**src/rtl/atms_pkg.sv**
```systemverilog
// Package for the alarm table match block with snooze.
// Holds entry and request types, operation and register codes, time constants.
// No dependencies.
`default_nettype none

package atms_pkg;

  localparam int MAX_ALARMS_DEF = 8;
  localparam int ENTRY_SLOTS    = 8;

  localparam logic [11:0] MIN_PER_DAY = 12'd1440;

  localparam int CFG_IDX_W = 2;
  localparam logic [CFG_IDX_W-1:0] CFG_ALARM_COUNT    = 2'd0;
  localparam logic [CFG_IDX_W-1:0] CFG_SNOOZE_MINUTES = 2'd1;

  localparam logic [3:0]  ALARM_COUNT_RST    = 4'd0;
  localparam logic [10:0] SNOOZE_MINUTES_RST = 11'd5;

  typedef enum logic [1:0] {
    FN_TICK   = 2'd0,
    FN_SNOOZE = 2'd1,
    FN_CANCEL = 2'd2,
    FN_WRITE  = 2'd3
  } func_t;

  typedef enum logic [2:0] {
    ST_IDLE,
    ST_HMUL,
    ST_MADD,
    ST_DISP,
    ST_SNZ_ADD,
    ST_SNZ_RED,
    ST_SCAN,
    ST_DONE
  } state_t;

  typedef struct packed {
    logic       enabled;
    logic [4:0] hour;
    logic [5:0] minute;
    logic [6:0] days;
  } entry_t;

  typedef struct packed {
    logic       en;
    logic [2:0] idx;
    entry_t     entry;
  } wr_req_t;

  typedef struct packed {
    logic       en;
    logic [2:0] idx;
  } dis_req_t;

endpackage

`default_nettype wire

```
**src/rtl/alarm_table_match_with_snooze.sv**
```systemverilog
// Top level of the alarm table match block with snooze: sequencer and state.
// Uses atms_pkg, atms_alu and atms_table.
//
// Channels: in_ takes one word per item (func in in_tuser, the rest in
// in_tdata); out_ returns exactly one word per item; cfg_ writes
// alarm_count (index 0) or snooze_minutes (index 1) and is always ready.
// Sequence: an item is taken only in idle. Every item forms the minute
// of day on the shared adder (HMUL, then MADD) and then dispatches;
// a tick, unless a snooze is pending or this minute already rang,
// then scans one table entry per cycle (up to min(alarm_count,
// MAX_ALARMS, 8) entries, plus one more step to close a scan that
// misses), a snooze spends 1 add plus up to 3 modulo passes on the
// same adder. The DONE state then loads the output register; the next
// item is taken the cycle after the result is loaded.
// Reset clears the enable bit of every entry, the snooze, the guard,
// the owner index and the registers (alarm_count 0, snooze_minutes 5).
// When the receiver stalls, the result holds in the output register and
// the block finishes its next item only once that word is taken.
`default_nettype none

module alarm_table_match_with_snooze #(
  parameter int MAX_ALARMS = atms_pkg::MAX_ALARMS_DEF
) (
  input  wire logic                          clk,
  input  wire logic                          rst_n,
  input  wire logic                          in_tvalid,
  output logic                               in_tready,
  // [4:0] hour, [10:5] minute, [13:11] weekday, [16:14] entry_index,
  // [17] entry_enabled, [22:18] entry_hour, [28:23] entry_minute,
  // [35:29] entry_days, [39:36] zero
  input  wire logic [39:0]                   in_tdata,
  // [1:0] func
  input  wire logic [1:0]                    in_tuser,
  output logic                               out_tvalid,
  input  wire logic                          out_tready,
  // [0] ring, [3:1] ring_index, [4] from_snooze, [7:5] zero
  output logic      [7:0]                    out_tdata,
  input  wire logic                          cfg_valid,
  output logic                               cfg_ready,
  input  wire logic [atms_pkg::CFG_IDX_W-1:0] cfg_index,
  input  wire logic [10:0]                   cfg_data
);

  import atms_pkg::*;

  localparam int TBL_DEPTH = (MAX_ALARMS < ENTRY_SLOTS) ? MAX_ALARMS : ENTRY_SLOTS;
  localparam int TBL_IW    = (TBL_DEPTH > 1) ? $clog2(TBL_DEPTH) : 1;
  localparam logic [3:0] TBL_DEPTH_W = 4'(TBL_DEPTH);

  state_t state_r, state_nxt;

  logic [3:0]  alarm_count_r;
  logic [10:0] snooze_min_r;

  func_t       func_r;
  logic [4:0]  hour_r;
  logic [5:0]  minute_r;
  logic [2:0]  wday_r;
  logic [2:0]  wr_idx_r;
  entry_t      wr_entry_r;

  logic [11:0] acc_r, acc_nxt;
  logic [10:0] mod_r, mod_nxt;
  logic [3:0]  scan_i_r, scan_i_nxt;
  logic        ring_r, ring_nxt;
  logic        from_snz_r, from_snz_nxt;

  logic [10:0] last_min_r, last_min_nxt;
  logic        last_vld_r, last_vld_nxt;
  logic [10:0] snz_tgt_r, snz_tgt_nxt;
  logic        snz_act_r, snz_act_nxt;
  logic [2:0]  owner_r, owner_nxt;

  logic        out_vld_r, out_vld_nxt;
  logic [7:0]  out_data_r, out_data_nxt;

  logic [11:0] alu_a, alu_b, alu_y;
  logic        alu_sub, alu_c;

  wr_req_t     wr_req;
  dis_req_t    dis_req;
  entry_t      rd_entry;
  logic [3:0]  scan_n;
  logic        hit;
  logic        in_acc;

  assign in_tready = (state_r == ST_IDLE);
  assign in_acc    = in_tvalid && in_tready;
  assign cfg_ready = 1'b1;
  assign out_tvalid = out_vld_r;
  assign out_tdata  = out_data_r;

  assign scan_n = (alarm_count_r < TBL_DEPTH_W) ? alarm_count_r : TBL_DEPTH_W;

  atms_alu u_alu (
    .a     (alu_a),
    .b     (alu_b),
    .sub   (alu_sub),
    .y     (alu_y),
    .carry (alu_c)
  );

  atms_table #(
    .DEPTH (TBL_DEPTH),
    .IW    (TBL_IW)
  ) u_table (
    .clk      (clk),
    .rst_n    (rst_n),
    .wr       (wr_req),
    .dis      (dis_req),
    .rd_idx   (scan_i_r[TBL_IW-1:0]),
    .rd_entry (rd_entry)
  );

  logic [6:0] day_sel;
  assign day_sel = rd_entry.days >> wday_r;
  assign hit = rd_entry.enabled && rd_entry.hour == hour_r && rd_entry.minute == minute_r
               && (rd_entry.days == 7'd0 || day_sel[0]);

  always_ff @(posedge clk) begin
    if (!rst_n) begin
      alarm_count_r <= ALARM_COUNT_RST;
      snooze_min_r  <= SNOOZE_MINUTES_RST;
    end else if (cfg_valid && cfg_ready) begin
      unique case (cfg_index)
        CFG_ALARM_COUNT:    alarm_count_r <= cfg_data[3:0];
        CFG_SNOOZE_MINUTES: snooze_min_r  <= cfg_data;
        default: ;
      endcase
    end
  end

  always_ff @(posedge clk) begin
    if (in_acc) begin
      func_r     <= func_t'(in_tuser);
      hour_r     <= in_tdata[4:0];
      minute_r   <= in_tdata[10:5];
      wday_r     <= in_tdata[13:11];
      wr_idx_r   <= in_tdata[16:14];
      wr_entry_r <= {in_tdata[17], in_tdata[22:18], in_tdata[28:23], in_tdata[35:29]};
    end
    acc_r      <= acc_nxt;
    mod_r      <= mod_nxt;
    out_data_r <= out_data_nxt;
  end

  always_ff @(posedge clk) begin
    if (!rst_n) begin
      state_r    <= ST_IDLE;
      scan_i_r   <= 4'd0;
      ring_r     <= 1'b0;
      from_snz_r <= 1'b0;
      last_min_r <= 11'd0;
      last_vld_r <= 1'b0;
      snz_tgt_r  <= 11'd0;
      snz_act_r  <= 1'b0;
      owner_r    <= 3'd0;
      out_vld_r  <= 1'b0;
    end else begin
      state_r    <= state_nxt;
      scan_i_r   <= scan_i_nxt;
      ring_r     <= ring_nxt;
      from_snz_r <= from_snz_nxt;
      last_min_r <= last_min_nxt;
      last_vld_r <= last_vld_nxt;
      snz_tgt_r  <= snz_tgt_nxt;
      snz_act_r  <= snz_act_nxt;
      owner_r    <= owner_nxt;
      out_vld_r  <= out_vld_nxt;
    end
  end

  always_comb begin
    state_nxt    = state_r;
    acc_nxt      = acc_r;
    mod_nxt      = mod_r;
    scan_i_nxt   = scan_i_r;
    ring_nxt     = ring_r;
    from_snz_nxt = from_snz_r;
    last_min_nxt = last_min_r;
    last_vld_nxt = last_vld_r;
    snz_tgt_nxt  = snz_tgt_r;
    snz_act_nxt  = snz_act_r;
    owner_nxt    = owner_r;
    out_data_nxt = out_data_r;
    out_vld_nxt  = out_vld_r && !out_tready;
    alu_a        = acc_r;
    alu_b        = MIN_PER_DAY;
    alu_sub      = 1'b1;
    wr_req       = '{en: 1'b0, idx: wr_idx_r, entry: wr_entry_r};
    dis_req      = '{en: 1'b0, idx: scan_i_r[2:0]};

    unique case (state_r)
      ST_IDLE: begin
        if (in_acc) begin
          ring_nxt     = 1'b0;
          from_snz_nxt = 1'b0;
          state_nxt    = ST_HMUL;
        end
      end
      ST_HMUL: begin
        alu_a     = {1'b0, hour_r, 6'd0};
        alu_b     = {5'd0, hour_r, 2'd0};
        alu_sub   = 1'b1;
        acc_nxt   = alu_y;
        state_nxt = ST_MADD;
      end
      ST_MADD: begin
        alu_a     = acc_r;
        alu_b     = {6'd0, minute_r};
        alu_sub   = 1'b0;
        mod_nxt   = alu_y[10:0];
        state_nxt = ST_DISP;
      end
      ST_DISP: begin
        state_nxt = ST_DONE;
        unique case (func_r)
          FN_TICK: begin
            if (snz_act_r) begin
              if (mod_r == snz_tgt_r) begin
                snz_act_nxt  = 1'b0;
                last_min_nxt = mod_r;
                last_vld_nxt = 1'b1;
                ring_nxt     = 1'b1;
                from_snz_nxt = 1'b1;
              end
            end else if (!(last_vld_r && mod_r == last_min_r)) begin
              scan_i_nxt = 4'd0;
              state_nxt  = ST_SCAN;
            end
          end
          FN_SNOOZE: state_nxt = ST_SNZ_ADD;
          FN_CANCEL: snz_act_nxt = 1'b0;
          FN_WRITE:  wr_req.en = ({1'b0, wr_idx_r} < TBL_DEPTH_W);
          default: ;
        endcase
      end
      ST_SNZ_ADD: begin
        alu_a     = {1'b0, mod_r};
        alu_b     = {1'b0, snooze_min_r};
        alu_sub   = 1'b0;
        acc_nxt   = alu_y;
        state_nxt = ST_SNZ_RED;
      end
      ST_SNZ_RED: begin
        alu_a   = acc_r;
        alu_b   = MIN_PER_DAY;
        alu_sub = 1'b1;
        if (alu_c) begin
          acc_nxt = alu_y;
        end else begin
          snz_tgt_nxt = acc_r[10:0];
          snz_act_nxt = 1'b1;
          state_nxt   = ST_DONE;
        end
      end
      ST_SCAN: begin
        if (scan_i_r >= scan_n) begin
          state_nxt = ST_DONE;
        end else if (hit) begin
          last_min_nxt = mod_r;
          last_vld_nxt = 1'b1;
          owner_nxt    = scan_i_r[2:0];
          dis_req.en   = (rd_entry.days == 7'd0);
          ring_nxt     = 1'b1;
          state_nxt    = ST_DONE;
        end else begin
          scan_i_nxt = scan_i_r + 4'd1;
        end
      end
      ST_DONE: begin
        if (!out_vld_r || out_tready) begin
          out_vld_nxt  = 1'b1;
          out_data_nxt = {3'd0, from_snz_r, owner_r, ring_r};
          state_nxt    = ST_IDLE;
        end
      end
      default: state_nxt = ST_IDLE;
    endcase
  end

  a_snz_implies_ring: assert property (@(posedge clk) disable iff (!rst_n)
    out_tvalid |-> !(out_tdata[4] && !out_tdata[0]))
    else $error("from_snooze without ring");

  a_snz_tgt_range: assert property (@(posedge clk) disable iff (!rst_n)
    {1'b0, snz_tgt_r} < MIN_PER_DAY)
    else $error("snooze target out of day range");

  a_busy_after_accept: assert property (@(posedge clk) disable iff (!rst_n)
    in_acc |=> !in_tready)
    else $error("input taken again before item finished");

  a_scan_bound: assert property (@(posedge clk) disable iff (!rst_n)
    scan_i_r <= TBL_DEPTH_W)
    else $error("scan index past table depth");

endmodule

`default_nettype wire

```
**src/rtl/atms_alu.sv**
```systemverilog
// Shared 12-bit add/subtract unit of the alarm block.
// Reports carry out, which for a subtract means a >= b. Uses atms_pkg nothing.
`default_nettype none

module atms_alu (
  input  wire logic [11:0] a,
  input  wire logic [11:0] b,
  input  wire logic        sub,
  output logic      [11:0] y,
  output logic             carry
);

  logic [12:0] sum;

  assign sum   = {1'b0, a} + {1'b0, (sub ? ~b : b)} + {12'd0, sub};
  assign y     = sum[11:0];
  assign carry = sum[12];

endmodule

`default_nettype wire

```
**src/rtl/atms_table.sv**
```systemverilog
// Alarm entry table: one write port, one disable port, one read port.
// Enable bits clear at reset; other fields are payload. Depends on atms_pkg.
`default_nettype none

module atms_table #(
  parameter int DEPTH = atms_pkg::ENTRY_SLOTS,
  parameter int IW    = 3
) (
  input  wire logic              clk,
  input  wire logic              rst_n,
  input  wire atms_pkg::wr_req_t  wr,
  input  wire atms_pkg::dis_req_t dis,
  input  wire logic [IW-1:0]     rd_idx,
  output atms_pkg::entry_t        rd_entry
);

  import atms_pkg::*;

  entry_t tbl_r [DEPTH];

  always_ff @(posedge clk) begin
    for (int i = 0; i < DEPTH; i++) begin
      if (!rst_n) begin
        tbl_r[i].enabled <= 1'b0;
      end else if (wr.en && wr.idx[IW-1:0] == IW'(i)) begin
        tbl_r[i] <= wr.entry;
      end else if (dis.en && dis.idx[IW-1:0] == IW'(i)) begin
        tbl_r[i].enabled <= 1'b0;
      end
    end
  end

  assign rd_entry = tbl_r[rd_idx];

endmodule

`default_nettype wire
```
**config.mk**
```make
export PLATFORM = sky130hd
export DESIGN_NAME = alarm_table_match_with_snooze
export DESIGN_NICKNAME = d
export VERILOG_FILES = /design/src/rtl/atms_pkg.sv /design/src/rtl/alarm_table_match_with_snooze.sv /design/src/rtl/atms_alu.sv /design/src/rtl/atms_table.sv
export SDC_FILE = /design/constraint.sdc
export NUM_CORES = 1
export LEC_CHECK = 0
export BUFFER_PORTS_ARGS = -buffer_cell sky130_fd_sc_hd__buf_2
export CORE_ASPECT_RATIO = 0.75
export CORE_UTILIZATION = 35
export CTS_BUF_LIST = sky130_fd_sc_hd__clkbuf_4
export CTS_CLUSTER_SIZE = 10
export DETAILED_ROUTE_END_ITERATION = 6
export GPL_ROUTABILITY_DRIVEN = 0
export SLEW_MARGIN = 30
export SYNTH_ARGS = -nofsm -noshare
export SYNTH_HDL_FRONTEND = slang
export SYNTH_SLANG_ARGS = --single-unit
```
**constraint.sdc**
```tcl
create_clock -name clk -period 6.7 [get_ports clk]
set_input_delay 0.67 -clock clk [delete_from_list [all_inputs] [get_ports clk]]
set_output_delay 0.67 -clock clk [all_outputs]
set_load 0.05 [all_outputs]
```
==> flow_summary.yaml <==
run_status:
  status: "completed"
floorplan:
  fp.dieArea_um2: 34800
  die_height_um: 162
  starting_density_pct: 35.5
  chipWidth_um: 215
  num_rows: 58
  core_area_um2: 33500
  design.portCount: 71
worst_hold_path:
  min_delay_worst_endpoint: "minute_r[1]"
  hold_path_startpoint: "in_tdata[6]"
  holdCritPathClass: "in2reg"
  number_of_cells_on_the_worst_hold_path: 1
yosys:
  synthesis.yosys.warnings: 0
  synth.top_cell.area_share_pct: 54.7
  synthesis.area_um2: 11900
  post-synth-top-area-cell: "edfxtp_1"
  synth_flop_cell: "edfxtp_1"
  proportion_of_register_bits_with_asynchronous_set_or_reset_after_synthesis_pct: 0
  post_synth_main_area_contributors: "edfxtp_1 55%, dfxtp_1 9.4%, mux4_2 5.7%"
  post_synth_inst_count: 859
  avgSynthCellArea_um2: 13.9
  ys_seq_elements: 273
  synth.distinct_cells: 64
  synth-edff-count: 217
  synth_sequential_area_ratio_pct: 64.2
cts:
  cts-htree-levels: 3
  postCtsSetupBuffers: 0
  cts_hold_buffers: 0
  post_cts.resized_instances: 0
  cts-buffers-inserted: 70
  clockRootBuffer: "clkbuf_4"
  tritoncts_num_sinks: 273
  path_clk_slew_ns: 0.07
  tritoncts: "built"
  worstSkewPairLatency_ns: 0.68
  clockBufferDepth: 3
global_routing:
  grt_overflow_total: 0
  track_usage_pct: 15.8
  grt_pass1_vias: 7222
  initial_antenna_violation_count: 1
  grt_pass1_wl_um: 41800
  grt_start_max_net_pins: 44
power_and_ir_drop:
  power_switching_share_pct: 27.2
  leakagePower_nw: 4.80
  pwr-share-clk_pct: 35.2
  seq_power_share_pct: 49.7
  vdd_ir_drop_max_uv: 145
  p_per_area_nw_per_um2: 311
  cell_internal_pwr_w: 0.00309
  p_comb_share_pct: 15.1
  total_switching_power_w: 0.00116
routing:
  post-route-drc-count: 0
  total_via_count_in_the_routed_design: 7413
  wire_per_inst_um: 18.4
  drt-pass1-iter-count: 5
  avgViaCountPerCell: 5.05
  number_of_violations_reported_at_the_end_of_detailed_routing_iteration_0: 660
  routed_wl_um: 27100
  final_antenna_net_count: 0
setup_path:
  cp_cell_sequence: "o21bai_1 -> a22o_1 -> fa_1 -> a21o_1 -> a21oi_1 -> o21ai_0 -> nand3_1 -> a31oi_1 -> nor3_4 -> mux2i_1 -> nor2_1"
  start_kind: "register"
  rr_endpoint: "snz_tgt_r[1]"
  worst_setup_path_end_kind: "register"
  critPathArrivalTime_ns: 4.85
  crit_type: "reg2reg"
  r2r-start: "state_r[2]"
  critPathSlowestCell: "dfxtp_1"
  critPathMaxStageDelay_ns: 0.98
  rrSetupSlack_ns: 2.39
  critPathBufInv: 0
  cpLargestDelayFamily: "compound AO/OA/AOI/OAI gates"
  cp.required_ns: 7.25
  crit_fanout: 30
  r2r_cells: 11
timing:
  relSlewSlack_pct: 33.3
  min_period_ns: 4.31
  postLayoutSetupSlackWorst_ns: 2.39
  worst-slew-pin-transition_ns: 0.999
  slew_viol_final: 0
  hold_violations: 0
  clock.fmax_mhz: 232
  layout_worst_path_cycle_share_pct: 64.3
  rsz0062_at_grt: "false"
  fin_worst_skew_ns: 0.0453
  setup-tns-final_ns: 0
  setup_viol: 0
layout:
  finalNetCount: 1051
  layout.filler_cells: 3206
  area_delta_synth_final_pct: 14.7
  total_area_of_multi_input_combinational_cells_um2: 4020
  drive_gt1_share_pct: 24.5
  register_area_um2: 7640
job:
  timing.max_cap.violations: 0
placed_design:
  dp_slack_ns: 2.47
  buffer_ports.inserted: 62
  place_hpwl_um: 17500
[flip-flops by register name, indices dropped and copies added, names as in the netlist, 4 cells and up, named ones only]
name and flops:
wr_entry_r 19, acc_r 12, mod_r 11, u_table.tbl_r 152
snooze_min_r 11, minute_r 6, alarm_count_r 4, snz_tgt_r 11
last_min_r 11, hour_r 5, scan_i_r 4, out_tdata 5
[layout by cell type (no fill, tap or decap), types with 5 or more instances in the layout]
cell type / Yosys / final
edfxtp_1: 217 / 217
clkbuf_4: 0 / 106
nand2_1: 75 / 75
buf_2: 7 / 62
nor2_1: 67 / 59
mux2i_1: 54 / 54
dfxtp_1: 56 / 54
a21oi_1: 46 / 46
mux4_2: 30 / 30
xor2_1: 25 / 25
ha_1: 21 / 21
buf_4: 6 / 18
nand3_1: 17 / 17
xnor2_1: 17 / 17
nor2b_1: 16 / 16
a22o_1: 15 / 15
o21ai_0: 15 / 15
inv_1: 14 / 13
a22oi_1: 10 / 10
nand2b_1: 9 / 9
nor3_1: 10 / 9
a21o_1: 8 / 8
nor2_2: 0 / 8
nor4_1: 7 / 7
or3_1: 5 / 5
and2_1: 5 / 5
a31o_1: 5 / 5
clkinv_1: 0 / 5
[layout make-up]
class / count / share of cell area, %
repair buffers: 80 / 3.26
clock buffers: 106 / 5.83
well taps: 450 / 4.12
clock inverters: 14 / 1.04
flip-flops and latches: 273 / 55.9
inverters: 14 / 0.394
diodes: 1 / 0.0183
multi-input cells: 530 / 29.4
[metrics by stage]
stage	cells	power (W)	hold slack (ns)	utilization, %	cell area, um2
3_5_place_dp	1347	0.00278	0.423	37.9	12700
3_3_place_gp	1347	0.00276	0.421	37.9	12700
4_1_cts	1467	0.00430	0.0787	40.7	13700
5_1_grt	1468	0.00446	0.101	40.7	13700
6_report	1468	0.00425	0.152	40.7	13700
2_1_floorplan	861	0.00257	0.408	-	11900
[Yosys cell counts (all sizes together) (5+ instances only)]
cell    instances
dfxtp          56
nor3b           5
nand3          17
xnor2          17
clkbuf         25
a22oi          10
nor3           11
nor2b          16
xor2           25
nor4            9
nand2b          9
nor2           67
a31o            6
a21oi          47
nand2          75
inv            14
and2            5
a21o            8
a22o           15
mux2i          54
ha             21
or3             5
mux4           30
edfxtp        217
o21ai          18
buf            19
[how the worst max path moves through the flow]
| stage | start | endpoint | slack [ns] | depth (start not counted) |
|---|---|---|---|---|
| finish | state_r[2] | snz_tgt_r[1] | 2.39 | 11 |
| global route | state_r[2] | snz_tgt_r[2] | 2.14 | 11 |
| CTS | state_r[2] | snz_tgt_r[1] | 2.46 | 11 |
| detailed placement | state_r[2] | snz_tgt_r[1] | 2.47 | 11 |
| global placement | state_r[2] | snz_tgt_r[7] | 2.23 | 11 |
| floorplan | state_r[1] | snz_tgt_r[0] | 3.11 | 15 |
[power groups by stage]
stage	Combinational (W)	Clock [W]	Sequential [W]
floorplan	0.000485	0	0.00209
global placement	0.000621	0	0.00214
detailed placement	0.000635	0	0.00214
CTS	0.000640	0.00155	0.00211
global route	0.000711	0.00163	0.00212
finish	0.000641	0.00150	0.00211
[layer usage]
layer / global-route usage [%] / vias up / share of wire (%) / wire [um]
met2: 21.1 / 240 / 41 / 11000
li1: - / 3496 / - / -
met5: 0 / - / 0 / 0
met3: 3.45 / 39 / 6.3 / 1710
met1: 24.8 / 3638 / 51 / 13900
met4: 5.65 / 0 / 1.5 / 402
[logic make-up after synthesis]
| family | after synthesis | share of synthesized area [%] |
|---|---|---|
| simple gates | 237 | 9.56 |
| compound gates | 138 | 7.77 |
| other cells | 2 | 0.0631 |
| xor+xnor | 42 | 3.09 |
| fa+ha+maj | 22 | 2.38 |
| flops | 273 | 64.2 |
| mux | 87 | 10.5 |
| buf+inv | 58 | 2.48 |
Power figures use the tool's default switching activity.
